`config.mk`:
```
export PLATFORM = sky130hd
export DESIGN_NAME = mono_bitmap_blit_oriented
export DESIGN_NICKNAME = d
export VERILOG_FILES = /design/src/rtl/core/mbbo_pkg.sv /design/src/rtl/core/mbbo_front.sv /design/src/rtl/core/mbbo_queue.sv /design/src/rtl/core/mbbo_back.sv /design/src/rtl/core/mono_bitmap_blit_oriented.sv
export VERILOG_INCLUDE_DIRS = /design/src /design/src/rtl/core
export SDC_FILE = /design/constraint.sdc
export NUM_CORES = 1
export LEC_CHECK = 0
export ABC_AREA = 1
export BUFFER_PORTS_ARGS = -buffer_cell sky130_fd_sc_hd__buf_2
export CAP_MARGIN = 15
export CORE_AREA = 2 2 176 178
export DETAILED_ROUTE_END_ITERATION = 10
export DIE_AREA = 0 0 178 180
export GPL_TIMING_DRIVEN = 1
export PLACE_DENSITY = 0.78
export SLEW_MARGIN = 10
export SYNTH_ARGS = -nofsm -noshare
export SYNTH_HDL_FRONTEND = slang
export SYNTH_HIERARCHICAL = 1
export SYNTH_SLANG_ARGS = --single-unit
```
`constraint.sdc`:
```
create_clock -name clk -period 15.1 [get_ports clk]
set_input_delay 2.265 -clock clk [delete_from_list [all_inputs] [get_ports clk]]
set_output_delay 2.265 -clock clk [all_outputs]
set_load 0.01 [all_outputs]
```
`src/rtl/core/mono_bitmap_blit_oriented_macros.svh`:
```
// ----------------------------------------------------------------------------
// mono_bitmap_blit_oriented_macros
// assertion macros shared by the bitmap blit design
// ----------------------------------------------------------------------------
`ifndef MONO_BITMAP_BLIT_ORIENTED_MACROS_SVH
`define MONO_BITMAP_BLIT_ORIENTED_MACROS_SVH

// same-cycle implication, clocked on clk, off during reset
`define MBBO_ASSERT_IMP(lbl, ante, cons, msg) \
  lbl: assert property (@(posedge clk) disable iff (!rst_n) (ante) |-> (cons)) \
    else $error(msg);

// next-cycle implication, clocked on clk, off during reset
`define MBBO_ASSERT_NXT(lbl, ante, cons, msg) \
  lbl: assert property (@(posedge clk) disable iff (!rst_n) (ante) |=> (cons)) \
    else $error(msg);

`endif

```
`src/rtl/core/mbbo_pkg.sv`:
```
// ----------------------------------------------------------------------------
// mbbo_pkg
// types and constants of the monochrome bitmap blit
// ----------------------------------------------------------------------------
`default_nettype none

package mbbo_pkg;

  localparam int PIX_W       = 8;
  localparam int QUEUE_DEPTH = 2;
  localparam int QPTR_W      = (QUEUE_DEPTH > 1) ? $clog2(QUEUE_DEPTH) : 1;
  localparam int QCNT_W      = $clog2(QUEUE_DEPTH + 1);

  localparam logic [2:0] REG_ORIGIN_X      = 3'd0;
  localparam logic [2:0] REG_ORIGIN_Y      = 3'd1;
  localparam logic [2:0] REG_BITMAP_WIDTH  = 3'd2;
  localparam logic [2:0] REG_BITMAP_HEIGHT = 3'd3;
  localparam logic [2:0] REG_ORIENTATION   = 3'd4;
  localparam logic [2:0] REG_DRAW_VALUE    = 3'd5;
  localparam logic [2:0] REG_TRANSPARENT   = 3'd6;

  localparam logic [1:0] ORIENT_NONE = 2'd0;
  localparam logic [1:0] ORIENT_90   = 2'd1;
  localparam logic [1:0] ORIENT_180  = 2'd2;
  localparam logic [1:0] ORIENT_270  = 2'd3;

  typedef struct packed {
    logic [7:0] origin_x;
    logic [7:0] origin_y;
    logic [7:0] bitmap_width;
    logic [7:0] bitmap_height;
    logic [1:0] orientation;
    logic       draw_value;
    logic       transparent;
  } cfg_t;

  typedef struct packed {
    logic [PIX_W-1:0] anchor_x;
    logic [PIX_W-1:0] anchor_y;
    logic [7:0]       column;
    logic             rot;
    logic [7:0]       mask;
    logic [7:0]       value;
    logic             last_byte;
  } desc_t;

  typedef struct packed {
    logic full;
    logic empty;
  } q_stat_t;

endpackage

`default_nettype wire

```
`src/rtl/core/mbbo_front.sv`:
```
// ----------------------------------------------------------------------------
// mbbo_front
// takes bitmap bytes, tracks row and column, builds at most one pixel job per byte
// ----------------------------------------------------------------------------
`default_nettype none

module mbbo_front #(
  parameter int COORD_BITS = 8
) (
  input  wire logic             clk,
  input  wire logic             rst_n,
  input  wire mbbo_pkg::cfg_t   cfg,
  input  wire logic             in_valid,
  output logic                  in_ready,
  input  wire logic [7:0]       in_data_byte,
  input  wire logic             in_first_byte,
  input  wire mbbo_pkg::q_stat_t q_stat,
  output logic                  q_push,
  output mbbo_pkg::desc_t       q_push_desc
);
  import mbbo_pkg::*;

  logic [7:0]            col_r, col_nxt;
  logic [7:0]            row_r, row_nxt;
  logic [COORD_BITS-1:0] ax_r, ax_nxt;
  logic [COORD_BITS-1:0] ay_r, ay_nxt;
  logic                  fin_r, fin_nxt;

  logic [COORD_BITS-1:0] ax0, ay0, ax_e, ay_e;
  logic [7:0]            col_e, row_e, row_inc;
  logic                  fin_e, rot, mir, row_end, last_byte, accept;
  logic [7:0]            col_mask, pix_mask;
  logic [8:0]            col_end;

  assign in_ready = !q_stat.full;
  assign accept   = in_valid && in_ready;
  assign rot      = cfg.orientation[0];
  assign mir      = cfg.orientation[1];

  always_comb begin
    ax0 = COORD_BITS'(cfg.origin_x);
    ay0 = COORD_BITS'(cfg.origin_y);
    if (cfg.orientation == ORIENT_90) begin
      ax0 = ax0 + COORD_BITS'(cfg.bitmap_width) + COORD_BITS'(1);
    end else if (cfg.orientation == ORIENT_180) begin
      ay0 = ay0 + COORD_BITS'(cfg.bitmap_height) - COORD_BITS'(1);
    end
    col_e = in_first_byte ? 8'd0 : col_r;
    row_e = in_first_byte ? 8'd0 : row_r;
    ax_e  = in_first_byte ? ax0 : ax_r;
    ay_e  = in_first_byte ? ay0 : ay_r;
    fin_e = in_first_byte ? ((cfg.bitmap_width == 8'd0) || (cfg.bitmap_height == 8'd0))
                          : fin_r;

    for (int i = 0; i < 8; i++) begin
      col_mask[i] = ({1'b0, col_e} + 9'(i)) < {1'b0, cfg.bitmap_width};
    end
    pix_mask = col_mask & (in_data_byte | {8{~cfg.transparent}});

    col_end   = {1'b0, col_e} + 9'd8;
    row_end   = col_end >= {1'b0, cfg.bitmap_width};
    row_inc   = row_e + 8'd1;
    last_byte = 1'b0;

    col_nxt = col_e;
    row_nxt = row_e;
    ax_nxt  = ax_e;
    ay_nxt  = ay_e;
    fin_nxt = fin_e;
    if (!fin_e) begin
      if (row_end) begin
        col_nxt = 8'd0;
        row_nxt = row_inc;
        priority case (1'b1)
          mir && rot: ax_nxt = ax_e + COORD_BITS'(1);
          mir:        ay_nxt = ay_e - COORD_BITS'(1);
          rot:        ax_nxt = ax_e - COORD_BITS'(1);
          default:    ay_nxt = ay_e + COORD_BITS'(1);
        endcase
        if ((row_inc >= cfg.bitmap_height) || (row_inc == 8'd0)) begin
          fin_nxt   = 1'b1;
          last_byte = 1'b1;
        end
      end else begin
        col_nxt = col_end[7:0];
      end
    end

    q_push                = accept && !fin_e && (pix_mask != 8'd0);
    q_push_desc.anchor_x  = ax_e[PIX_W-1:0];
    q_push_desc.anchor_y  = ay_e[PIX_W-1:0];
    q_push_desc.column    = col_e;
    q_push_desc.rot       = rot;
    q_push_desc.mask      = pix_mask;
    q_push_desc.value     = in_data_byte ^ {8{~cfg.draw_value}};
    q_push_desc.last_byte = last_byte;
  end

  always_ff @(posedge clk) begin
    if (!rst_n) begin
      col_r <= '0;
      row_r <= '0;
      ax_r  <= '0;
      ay_r  <= '0;
      fin_r <= 1'b0;
    end else if (accept) begin
      col_r <= col_nxt;
      row_r <= row_nxt;
      ax_r  <= ax_nxt;
      ay_r  <= ay_nxt;
      fin_r <= fin_nxt;
    end
  end

endmodule

`default_nettype wire

```
`src/rtl/core/mbbo_queue.sv`:
```
// ----------------------------------------------------------------------------
// mbbo_queue
// short fifo of pixel jobs between front and back
// ----------------------------------------------------------------------------
`default_nettype none

module mbbo_queue (
  input  wire logic              clk,
  input  wire logic              rst_n,
  input  wire logic              push,
  input  wire mbbo_pkg::desc_t   push_desc,
  input  wire logic              pop,
  output mbbo_pkg::desc_t        head_desc,
  output mbbo_pkg::q_stat_t      stat
);
  import mbbo_pkg::*;

  desc_t             store_r [QUEUE_DEPTH];
  logic [QPTR_W-1:0] wr_ptr_r, wr_ptr_nxt;
  logic [QPTR_W-1:0] rd_ptr_r, rd_ptr_nxt;
  logic [QCNT_W-1:0] cnt_r, cnt_nxt;

  assign head_desc  = store_r[rd_ptr_r];
  assign stat.full  = (cnt_r == QCNT_W'(QUEUE_DEPTH));
  assign stat.empty = (cnt_r == '0);

  always_comb begin
    wr_ptr_nxt = wr_ptr_r;
    rd_ptr_nxt = rd_ptr_r;
    cnt_nxt    = cnt_r;
    if (push) begin
      wr_ptr_nxt = (wr_ptr_r == QPTR_W'(QUEUE_DEPTH - 1)) ? '0 : wr_ptr_r + QPTR_W'(1);
    end
    if (pop) begin
      rd_ptr_nxt = (rd_ptr_r == QPTR_W'(QUEUE_DEPTH - 1)) ? '0 : rd_ptr_r + QPTR_W'(1);
    end
    if (push && !pop) begin
      cnt_nxt = cnt_r + QCNT_W'(1);
    end else if (pop && !push) begin
      cnt_nxt = cnt_r - QCNT_W'(1);
    end
  end

  always_ff @(posedge clk) begin
    if (push) begin
      store_r[wr_ptr_r] <= push_desc;
    end
  end

  always_ff @(posedge clk) begin
    if (!rst_n) begin
      wr_ptr_r <= '0;
      rd_ptr_r <= '0;
      cnt_r    <= '0;
    end else begin
      wr_ptr_r <= wr_ptr_nxt;
      rd_ptr_r <= rd_ptr_nxt;
      cnt_r    <= cnt_nxt;
    end
  end

endmodule

`default_nettype wire

```
`src/rtl/core/mbbo_back.sv`:
```
// ----------------------------------------------------------------------------
// mbbo_back
// walks the pixel mask of each job and issues one pixel write per cycle while out_ready does not stall it
// ----------------------------------------------------------------------------
`default_nettype none

module mbbo_back (
  input  wire logic              clk,
  input  wire logic              rst_n,
  input  wire mbbo_pkg::desc_t   head_desc,
  input  wire mbbo_pkg::q_stat_t q_stat,
  output logic                   q_pop,
  output logic                   out_valid,
  input  wire logic              out_ready,
  output logic [7:0]             out_pixel_x,
  output logic [7:0]             out_pixel_y,
  output logic                   out_pixel_value,
  output logic                   out_last_of_byte,
  output logic                   out_last_of_bitmap
);
  import mbbo_pkg::*;

  logic       busy_r, busy_nxt;
  logic [7:0] mask_r, mask_nxt;
  desc_t      desc_r, desc_nxt;
  logic       out_valid_r, out_valid_nxt;
  logic [7:0] px_r, py_r;
  logic       pv_r, plb_r, plbm_r;

  desc_t      src;
  logic [7:0] src_mask, rem, along;
  logic [2:0] idx;
  logic       found, src_valid, slot_free, emit;
  logic [7:0] px_nxt, py_nxt;

  always_comb begin
    src       = busy_r ? desc_r : head_desc;
    src_mask  = busy_r ? mask_r : head_desc.mask;
    src_valid = busy_r || !q_stat.empty;
    slot_free = !out_valid_r || out_ready;
    emit      = slot_free && src_valid;
    q_pop     = emit && !busy_r;

    idx   = 3'd0;
    found = 1'b0;
    for (int i = 0; i < 8; i++) begin
      if (!found && src_mask[i]) begin
        idx   = 3'(i);
        found = 1'b1;
      end
    end
    rem   = src_mask & ~(8'd1 << idx);
    along = src.column + {5'd0, idx};

    px_nxt = src.rot ? src.anchor_x : src.anchor_x + along;
    py_nxt = src.rot ? src.anchor_y + along : src.anchor_y;

    busy_nxt      = emit ? (rem != 8'd0) : busy_r;
    mask_nxt      = emit ? rem : mask_r;
    desc_nxt      = q_pop ? head_desc : desc_r;
    out_valid_nxt = emit ? 1'b1 : (out_ready ? 1'b0 : out_valid_r);
  end

  always_ff @(posedge clk) begin
    if (!rst_n) begin
      busy_r      <= 1'b0;
      out_valid_r <= 1'b0;
    end else begin
      busy_r      <= busy_nxt;
      out_valid_r <= out_valid_nxt;
    end
  end

  always_ff @(posedge clk) begin
    mask_r <= mask_nxt;
    desc_r <= desc_nxt;
    if (emit) begin
      px_r   <= px_nxt;
      py_r   <= py_nxt;
      pv_r   <= src.value[idx];
      plb_r  <= (rem == 8'd0);
      plbm_r <= (rem == 8'd0) && src.last_byte;
    end
  end

  assign out_valid          = out_valid_r;
  assign out_pixel_x        = px_r;
  assign out_pixel_y        = py_r;
  assign out_pixel_value    = pv_r;
  assign out_last_of_byte   = plb_r;
  assign out_last_of_bitmap = plbm_r;

endmodule

`default_nettype wire

```
`src/rtl/core/mono_bitmap_blit_oriented.sv`:
```
// first pixel write of a byte is registered in the job queue, then in the output register
// back end issues one pixel write per cycle while out_ready does not stall it: a byte gives 8 writes at most
// a byte with no writes is taken at the input and never reaches the back end
// input stalls only when the two-entry job queue is full
// synchronous active-low reset: counters, queue and output valid cleared, registers to defaults
// ----------------------------------------------------------------------------
// mono_bitmap_blit_oriented
// expands a streamed 1-bit bitmap into oriented pixel writes
// ----------------------------------------------------------------------------
`default_nettype none
`include "mono_bitmap_blit_oriented_macros.svh"

module mono_bitmap_blit_oriented #(
  parameter int COORD_BITS = 8
) (
  input  wire logic       clk,
  input  wire logic       rst_n,
  input  wire logic       cfg_we,
  input  wire logic [2:0] cfg_index,
  input  wire logic [7:0] cfg_wdata,
  input  wire logic       in_valid,
  output logic            in_ready,
  input  wire logic [7:0] in_data_byte,
  input  wire logic       in_first_byte,
  output logic            out_valid,
  input  wire logic       out_ready,
  output logic [7:0]      out_pixel_x,
  output logic [7:0]      out_pixel_y,
  output logic            out_pixel_value,
  output logic            out_last_of_byte,
  output logic            out_last_of_bitmap
);
  import mbbo_pkg::*;

  cfg_t    cfg_r;
  desc_t   push_desc, head_desc;
  q_stat_t q_stat;
  logic    q_push, q_pop;

  always_ff @(posedge clk) begin
    if (!rst_n) begin
      cfg_r.origin_x      <= 8'd0;
      cfg_r.origin_y      <= 8'd0;
      cfg_r.bitmap_width  <= 8'd8;
      cfg_r.bitmap_height <= 8'd8;
      cfg_r.orientation   <= ORIENT_NONE;
      cfg_r.draw_value    <= 1'b1;
      cfg_r.transparent   <= 1'b0;
    end else if (cfg_we) begin
      unique case (cfg_index)
        REG_ORIGIN_X:      cfg_r.origin_x      <= cfg_wdata;
        REG_ORIGIN_Y:      cfg_r.origin_y      <= cfg_wdata;
        REG_BITMAP_WIDTH:  cfg_r.bitmap_width  <= cfg_wdata;
        REG_BITMAP_HEIGHT: cfg_r.bitmap_height <= cfg_wdata;
        REG_ORIENTATION:   cfg_r.orientation   <= cfg_wdata[1:0];
        REG_DRAW_VALUE:    cfg_r.draw_value    <= cfg_wdata[0];
        REG_TRANSPARENT:   cfg_r.transparent   <= cfg_wdata[0];
        default: ;
      endcase
    end
  end

  mbbo_front #(
    .COORD_BITS(COORD_BITS)
  ) u_front (
    .clk          (clk),
    .rst_n        (rst_n),
    .cfg          (cfg_r),
    .in_valid     (in_valid),
    .in_ready     (in_ready),
    .in_data_byte (in_data_byte),
    .in_first_byte(in_first_byte),
    .q_stat       (q_stat),
    .q_push       (q_push),
    .q_push_desc  (push_desc)
  );

  mbbo_queue u_queue (
    .clk      (clk),
    .rst_n    (rst_n),
    .push     (q_push),
    .push_desc(push_desc),
    .pop      (q_pop),
    .head_desc(head_desc),
    .stat     (q_stat)
  );

  mbbo_back u_back (
    .clk               (clk),
    .rst_n             (rst_n),
    .head_desc         (head_desc),
    .q_stat            (q_stat),
    .q_pop             (q_pop),
    .out_valid         (out_valid),
    .out_ready         (out_ready),
    .out_pixel_x       (out_pixel_x),
    .out_pixel_y       (out_pixel_y),
    .out_pixel_value   (out_pixel_value),
    .out_last_of_byte  (out_last_of_byte),
    .out_last_of_bitmap(out_last_of_bitmap)
  );

  `MBBO_ASSERT_IMP(a_no_overflow, q_push && !q_pop, !q_stat.full, "job queue overflow")
  `MBBO_ASSERT_IMP(a_no_underflow, q_pop, !q_stat.empty, "job queue underflow")
  `MBBO_ASSERT_IMP(a_end_on_byte, out_valid && out_last_of_bitmap, out_last_of_byte, "bad end")
  `MBBO_ASSERT_NXT(a_push_fills, q_push && !q_pop, !q_stat.empty, "pushed job lost")

endmodule

`default_nettype wire
```
==> results of run 1 <==
## metrics by stage
| step | instance area (µm²) | total power [mW] | std cells | hold WS (ns) | utilization (%) |
|---|---|---|---|---|---|
| 2_1_floorplan | 14800 | 1.83 | 1793 | 0.425 | - |
| 3_3_place_gp | 15300 | 2.02 | 2196 | 0.433 | 50.8 |
| 3_5_place_dp | 15300 | 2.06 | 2196 | 0.437 | 50.8 |
| 4_1_cts | 16200 | 2.72 | 2240 | 0.445 | 53.6 |
| 5_1_grt | 16200 | 2.91 | 2241 | 0.455 | 53.7 |
| 6_report | 16200 | 2.71 | 2241 | 0.445 | 53.7 |
## worst max-delay path: stages
cell and delay, ns:
buf_2 0.34, inv_2 0.46, nand2_1 0.34, inv_1 0.31, ha_1 0.33, inv_1 0.08
nor2_1 0.19, inv_1 0.11, nor2_4 0.22, a21oi_1 0.10, a31oi_1 0.18, ha_1 0.24
inv_1 0.07, nor2_1 0.04, nand3_1 0.08, a21oi_1 0.05, nor2_1 0.07, o311ai_0 0.21
nand2_1 0.14, nor2_1 0.06, a21oi_1 0.30, inv_1 0.13, nor2_4 0.33, buf_12 0.26
## final timing paths
| check | depth (start not counted) | end | slack (ns) |
|---|---|---|---|
| setup / recovery | 24 | u_queue/store_r[0][37] | 8.36 |
| hold / removal | 2 | u_front/col_r[0] | 0.44 |
| setup reg to reg | 21 | u_back/out_pixel_y[7] | 10.13 |
| hold reg to reg | 2 | u_front/col_r[0] | 0.44 |
## routing by layer
layer,routed length (µm),share of wire [%],vias up,GRT usage (%)
met5,0,0,-,0
met1,15100,45,5505,28.7
li1,-,-,5975,-
met2,15500,46,385,34.9
met3,2050,6.1,75,2.73
met4,954,2.8,0,6.72
## kinds of logic (layout without fill, tap and decap cells)
family,after synthesis,in the layout,share of synthesized area (%)
muxes,43,43,4.26
other,1,1,0.0253
and+or+nand+nor,823,823,24.7
AOI/OAI and AO/OA,219,219,8.23
adders and majority gates,128,128,11.0
DFF,221,221,39.6
buffers and inverters,295,347,8.43
xor gates and xnor gates,63,63,3.72
## cells in the final DEF, fill, tap and decap left out, drive strengths merged, types with 15 or more instances in the layout
| cell type | netlist | routed |
|---|---|---|
| o21ai | 78 | 78 |
| mux2 | 42 | 42 |
| xor2 | 44 | 44 |
| clkbuf | 16 | 33 |
| ha | 123 | 123 |
| xnor2 | 19 | 19 |
| nand4 | 28 | 28 |
| a21oi | 109 | 109 |
| or2 | 15 | 15 |
| nand3 | 125 | 125 |
| nand2 | 433 | 433 |
| dfxtp | 76 | 76 |
| buf | 29 | 53 |
| nor2 | 194 | 194 |
| edfxtp | 145 | 145 |
| inv | 250 | 250 |
## power by group through the flow
stage	combinational (mW)	clock (mW)	sequential (mW)
floorplan	0.909	0	0.921
global placement	1.11	0	0.907
detailed placement	1.15	0	0.913
CTS	1.17	0.648	0.902
global route	1.32	0.669	0.913
finish	1.17	0.637	0.900
## registers in the layout (all words and copies together), names as in the netlist, named ones only
register,count
u_queue/rd_ptr_r,1
u_front/fin_r,1
u_back/busy_r,1
cfg_r,36
u_front/col_r,8
u_back/out_pixel_y,8
u_queue/cnt_r,2
u_back/out_pixel_value,1
u_front/row_r,8
u_queue/wr_ptr_r,1
u_back/out_last_of_byte,1
u_back/mask_r,8
u_back/out_pixel_x,8
u_back/desc_r,34
u_queue/store_r,84
u_back/out_last_of_bitmap,1
u_front/ax_r,8
u_front/ay_r,8
u_back/out_valid,1
## layout make-up
cell class / count / share of cell area [%]
multi-input cells: 1277 / 47.7
clock buffers: 33 / 4.10
clock inverters: 11 / 1.23
inverters: 250 / 5.81
repair buffers: 53 / 1.84
well taps: 396 / 3.06
flip-flops and latches: 221 / 36.3
==> flow_metrics.py, run 1 <==
metrics = {
    "floorplan": {
        "start_util_pct": 49.2,
        "die_w_um": 178,
        "rows": 64,
        "fp.dieArea_mm2": 0.0320,
        "boundaryPins": 46,
        "core_area_mm2": 0.0302,
        "die_height_um": 180,
    },
    "pwr": {
        "p_leak_nw": 7.37,
        "max-vdd-ir-drop_mv": 0.113,
        "power_switching_mw": 1.02,
        "power.sequential.fraction_pct": 33.2,
        "p_int_mw": 1.69,
        "comb_power_share_pct": 43.2,
        "pwr-share-clk_pct": 23.5,
        "sw_frac_of_total_pct": 37.8,
        "powerDensity_mw_per_mm2": 167,
    },
    "synth": {
        "ys_seq_area_share_pct": 39.6,
        "synth.most_common_cell": "nand2_1",
        "synth_cell_types": 59,
        "ys_ff_latch": 221,
        "netlist_top_cells_area": "edfxtp_1 (29%), nand2_1 (11%), ha_1 (10%)",
        "synth_top_area_share_pct": 29.3,
        "synth_top_flop_cell": "edfxtp_1",
        "synth_area_leader_cell": "edfxtp_1",
        "async_flop_share_pct": 0,
        "yosys_warnings": 6,
        "synth_cells": 1793,
        "synth-edff-count": 145,
        "syn-num-nets": 1946,
        "syn_area_mm2": 0.0148,
        "avgSynthCellArea_um2": 8.28,
        "synth_common_cells": "nand2_1 (421), inv_1 (237), nor2_1 (176)",
    },
    "sta": {
        "fin_skew_ns": 0.0154,
        "slew_viol_final": 0,
        "setup_ws_ns": 8.36,
        "setup_violations": 0,
        "worst_slew_pin_slew_ns": 1.11,
        "rsz0062_at_grt": "false",
        "period_needed_ns": 6.74,
        "timing_hold_violations_final": 0,
        "timing.fmax_mhz": 148,
        "fin_setup_tns_ns": 0,
        "period_share_pct": 44.6,
        "slew_headroom_pct": 25.9,
    },
    "detailed_routing": {
        "ant_nets": 0,
        "vias": 11940,
        "detail_route.vias_per_cell": 5.33,
        "drc": 0,
        "wl_per_cell_um": 15.0,
        "first_pass_iters": 6,
        "first_iter_violations": 995,
        "routed_wirelength_um": 33600,
    },
    "final_layout": {
        "syn2layout_area_growth_pct": 9.13,
        "seq_area_mm2": 0.00588,
        "multiInputGateArea_mm2": 0.00773,
        "fillers": 2692,
        "nets": 1980,
        "drive_above_1_share_pct": 11.2,
        "n_antenna_cell": 0,
    },
    "cts": {
        "clk_path_buf_depth": 3,
        "cts_root_buffer": "clkbuf_16",
        "post-cts-setup-buffer-count": 0,
        "cts-htree-levels": 1,
        "clock_latency_ns": 0.53,
        "cts_resized": 0,
        "clock-sinks": 221,
        "clkTransAtPathRegs_ns": 0.06,
        "hold_buffers": 0,
        "cts_tree": "done",
        "tritoncts.num_buffers": 24,
    },
    "setup_path": {
        "cp-startpoint": "in_first_byte",
        "reg2reg_from": "u_back/busy_r",
        "end_kind": "flop",
        "worstPathArrival_ns": 6.95,
        "worstPathRequired_ns": 15.31,
        "path_class": "primary input to flop",
        "startpoint_type": "primary input",
        "critPathMaxFanout": 33,
    },
    "worst_hold_path": {
        "min-delay-start": "u_front/col_r[0]",
        "min_path_type": "flop to flop",
    },
    "grt": {
        "grt_first_pass_wirelength_um": 55600,
        "grt_use_total_pct": 21.1,
        "grt_max_degree": 53,
        "antenna_found_initial": 0,
        "grt_pass1_vias": 11314,
        "gr-total-overflow": 0,
    },
    "placed_design": {
        "place.gp.congestion": 0.975,
        "portBuffers": 45,
        "pre_cts_slack_ns": 7.50,
        "hpwlAfterDp_um": 24600,
    },
    "job": {
        "maxCapViolations": 0,
    },
    "run_status": {
        "status": "finished, final reports clean",
    },
}
Note: power is estimated with default switching activity, not from simulation.
==> run 2: changes to the inputs <==
- clock period: 15.1 -> 6.35 ns (I/O delays scaled with it)
==> run 2 against run 1 <==
First-iteration DRC count grew 1.7%. Register-to-register slack lost 8.5 ns. Critical path depth shrank 1. Sequential share of layout area shrank 0.089 points. Final cell count grew 0.40%. Clock skew shrank 0.0045 ns. Routed wire length grew 1.7%. Combinational power grew 130%. Sequential power grew 140%. Total power grew 140%. Largest power group unchanged. Highest routed layer unchanged.
==> flow_metrics.py, run 2 (synthesis gave the netlist of run 1 again) <==
metrics = {
    "final_layout": {
        "syn2layout_area_growth_pct": 9.39,
        "final_common_cell": "nand2_1",
        "largest_reg_flops": 84,
        "n_antenna_cell": 0,
        "reg_top3": "u_queue/store_r x84, cfg_r x36, u_back/desc_r x34",
        "layout_common_cells": "nand2_1 (421), inv_1 (237), nor2_1 (175)",
        "final_core_utilization_pct": 53.8,
        "design_area_mm2": 0.0162,
        "finalNonFillerCells": 2250,
        "regMostFlops": "u_queue/store_r",
        "nets": 1988,
        "drive_above_1_share_pct": 11.5,
    },
    "worst_hold_path": {
        "min-delay-start": "u_front/col_r[0]",
        "min_path_type": "flop to flop",
        "hold_end": "u_front/col_r[0]",
        "min_path_cells": 2,
    },
    "sta": {
        "slew_viol_final": 0,
        "period_needed_ns": 4.74,
        "setup_violations": 0,
        "slew_headroom_pct": 27.5,
        "timing_hold_violations_final": 0,
        "fin_skew_ns": 0.0109,
        "period_share_pct": 74.6,
        "rsz0062_at_grt": "false",
        "fin_setup_tns_ns": 0,
        "worst_slew_pin_slew_ns": 1.09,
        "timing.fmax_mhz": 211,
    },
    "pwr": {
        "max-vdd-ir-drop_mv": 0.232,
        "p_total_mw": 6.41,
        "powerDensity_mw_per_mm2": 394,
        "p_leak_nw": 7.41,
    },
    "setup_path": {
        "worstPathArrival_ns": 5.02,
        "reg2regPathDepth": 23,
        "worstPathRequired_ns": 6.63,
        "reg2reg_to": "u_back/out_pixel_y[7]",
        "path_class": "flop to flop",
        "critPathMaxFanout": 17,
        "end_kind": "flop",
        "startpoint_type": "flop",
        "rrSetupSlack_ns": 1.61,
    },
    "placed_design": {
        "hpwlAfterDp_um": 24900,
        "place.gp.congestion": 0.947,
        "placed_cell_area_mm2": 0.0154,
        "portBuffers": 45,
        "dp_cells": 2204,
    },
    "cts": {
        "cts_root_buffer": "clkbuf_16",
        "clkTransAtPathRegs_ns": 0.06,
        "clk_path_buf_depth": 3,
        "cts-htree-levels": 1,
        "tritoncts.num_buffers": 25,
        "cts_resized": 0,
        "clock-sinks": 221,
        "post-cts-setup-buffer-count": 0,
        "cts_tree": "done",
        "clock_latency_ns": 0.53,
        "hold_buffers": 0,
    },
    "detailed_routing": {
        "wl_per_cell_um": 15.2,
        "drc": 0,
        "detail_route.vias_per_cell": 5.29,
        "first_pass_iters": 6,
        "first_iter_violations": 1012,
        "routed_wirelength_um": 34200,
        "ant_nets": 0,
        "vias": 11903,
    },
    "grt": {
        "grt_pass1_vias": 11396,
        "grt_first_pass_wirelength_um": 55800,
        "grt_max_degree": 53,
        "grt_use_total_pct": 21.3,
        "antenna_found_initial": 0,
        "gr-total-overflow": 0,
    },
    "floorplan": {
        "die_w_um": 178,
        "core_area_mm2": 0.0302,
        "die_height_um": 180,
        "start_util_pct": 49.2,
        "fp.dieArea_mm2": 0.0320,
        "rows": 64,
        "boundaryPins": 46,
    },
    "job": {
        "maxCapViolations": 0,
    },
    "run_status": {
        "status": "finished, final reports clean",
    },
}
## run 2: how the worst max path moves through the flow
stage | cells past startpoint | slack (ns) | start | endpoint
after floorplan | 20 | 0.22 | in_first_byte | u_queue/store_r[0][0]
after global placement | 23 | 1.36 | in_first_byte | u_queue/store_r[0][33]
final | 23 | 1.61 | flop | u_back/out_pixel_y[7]
after global routing | 25 | 1.24 | flop | u_back/out_pixel_x[7]
after CTS | 23 | 1.57 | flop | u_back/out_pixel_y[7]
after detailed placement | 24 | 1.23 | in_first_byte | u_queue/store_r[1][32]
## run 2: final cells by class
type	instances	area, µm²
fillers	2711	13900
multi-input cells	1277	7730
flip-flops and latches	221	5880
inverters	250	941
clock buffers	28	637
well taps	396	495
repair buffers	60	338
clock inverters	18	226
## run 2: worst max-delay path, stage by stage (launching register included)
cell,delay [ns]
dfxtp_2,0.68
mux2_4,0.35
inv_1,0.06
nand2_1,0.08
nand2_1,0.16
nand2_1,0.12
nor2_4,0.19
nand4_4,0.18
nand2_2,0.12
inv_2,0.05
nand2_1,0.13
ha_1,0.29
nand2_1,0.09
inv_1,0.05
o21ai_0,0.23
nand3b_1,0.17
xor2_1,0.29
ha_1,0.33
a21oi_1,0.15
o21ai_0,0.08
a21oi_1,0.22
nand3b_1,0.14
nand3_1,0.13
xor2_1,0.18
## run 2: report_power, final
group | total, mW | internal (mW) | leakage (nW) | switching (mW)
logic | 2.73 | 1.02 | 5.00 | 1.70
registers | 2.17 | 2.04 | 1.99 | 0.129
clock network | 1.51 | 0.927 | 0.415 | 0.582
total | 6.41 | 3.99 | 7.41 | 2.42
## run 2: metrics by stage
step                      hold WS (ns)  setup slack [ns]
final                            0.450              1.61
after global routing             0.464              1.24
after CTS                        0.449              1.57
after detailed placement         0.440              1.23
after global placement           0.434              1.36
after floorplan                  0.425             0.223
## run 2: per-layer routing
metal | GRT usage (%) | vias to the layer above | wire length, µm
met5 | 0 | - | 0
met4 | 6.20 | 0 | 775
met3 | 2.56 | 71 | 2050
met2 | 35.4 | 373 | 16000
met1 | 29.1 | 5484 | 15300
li1 | - | 5975 | -
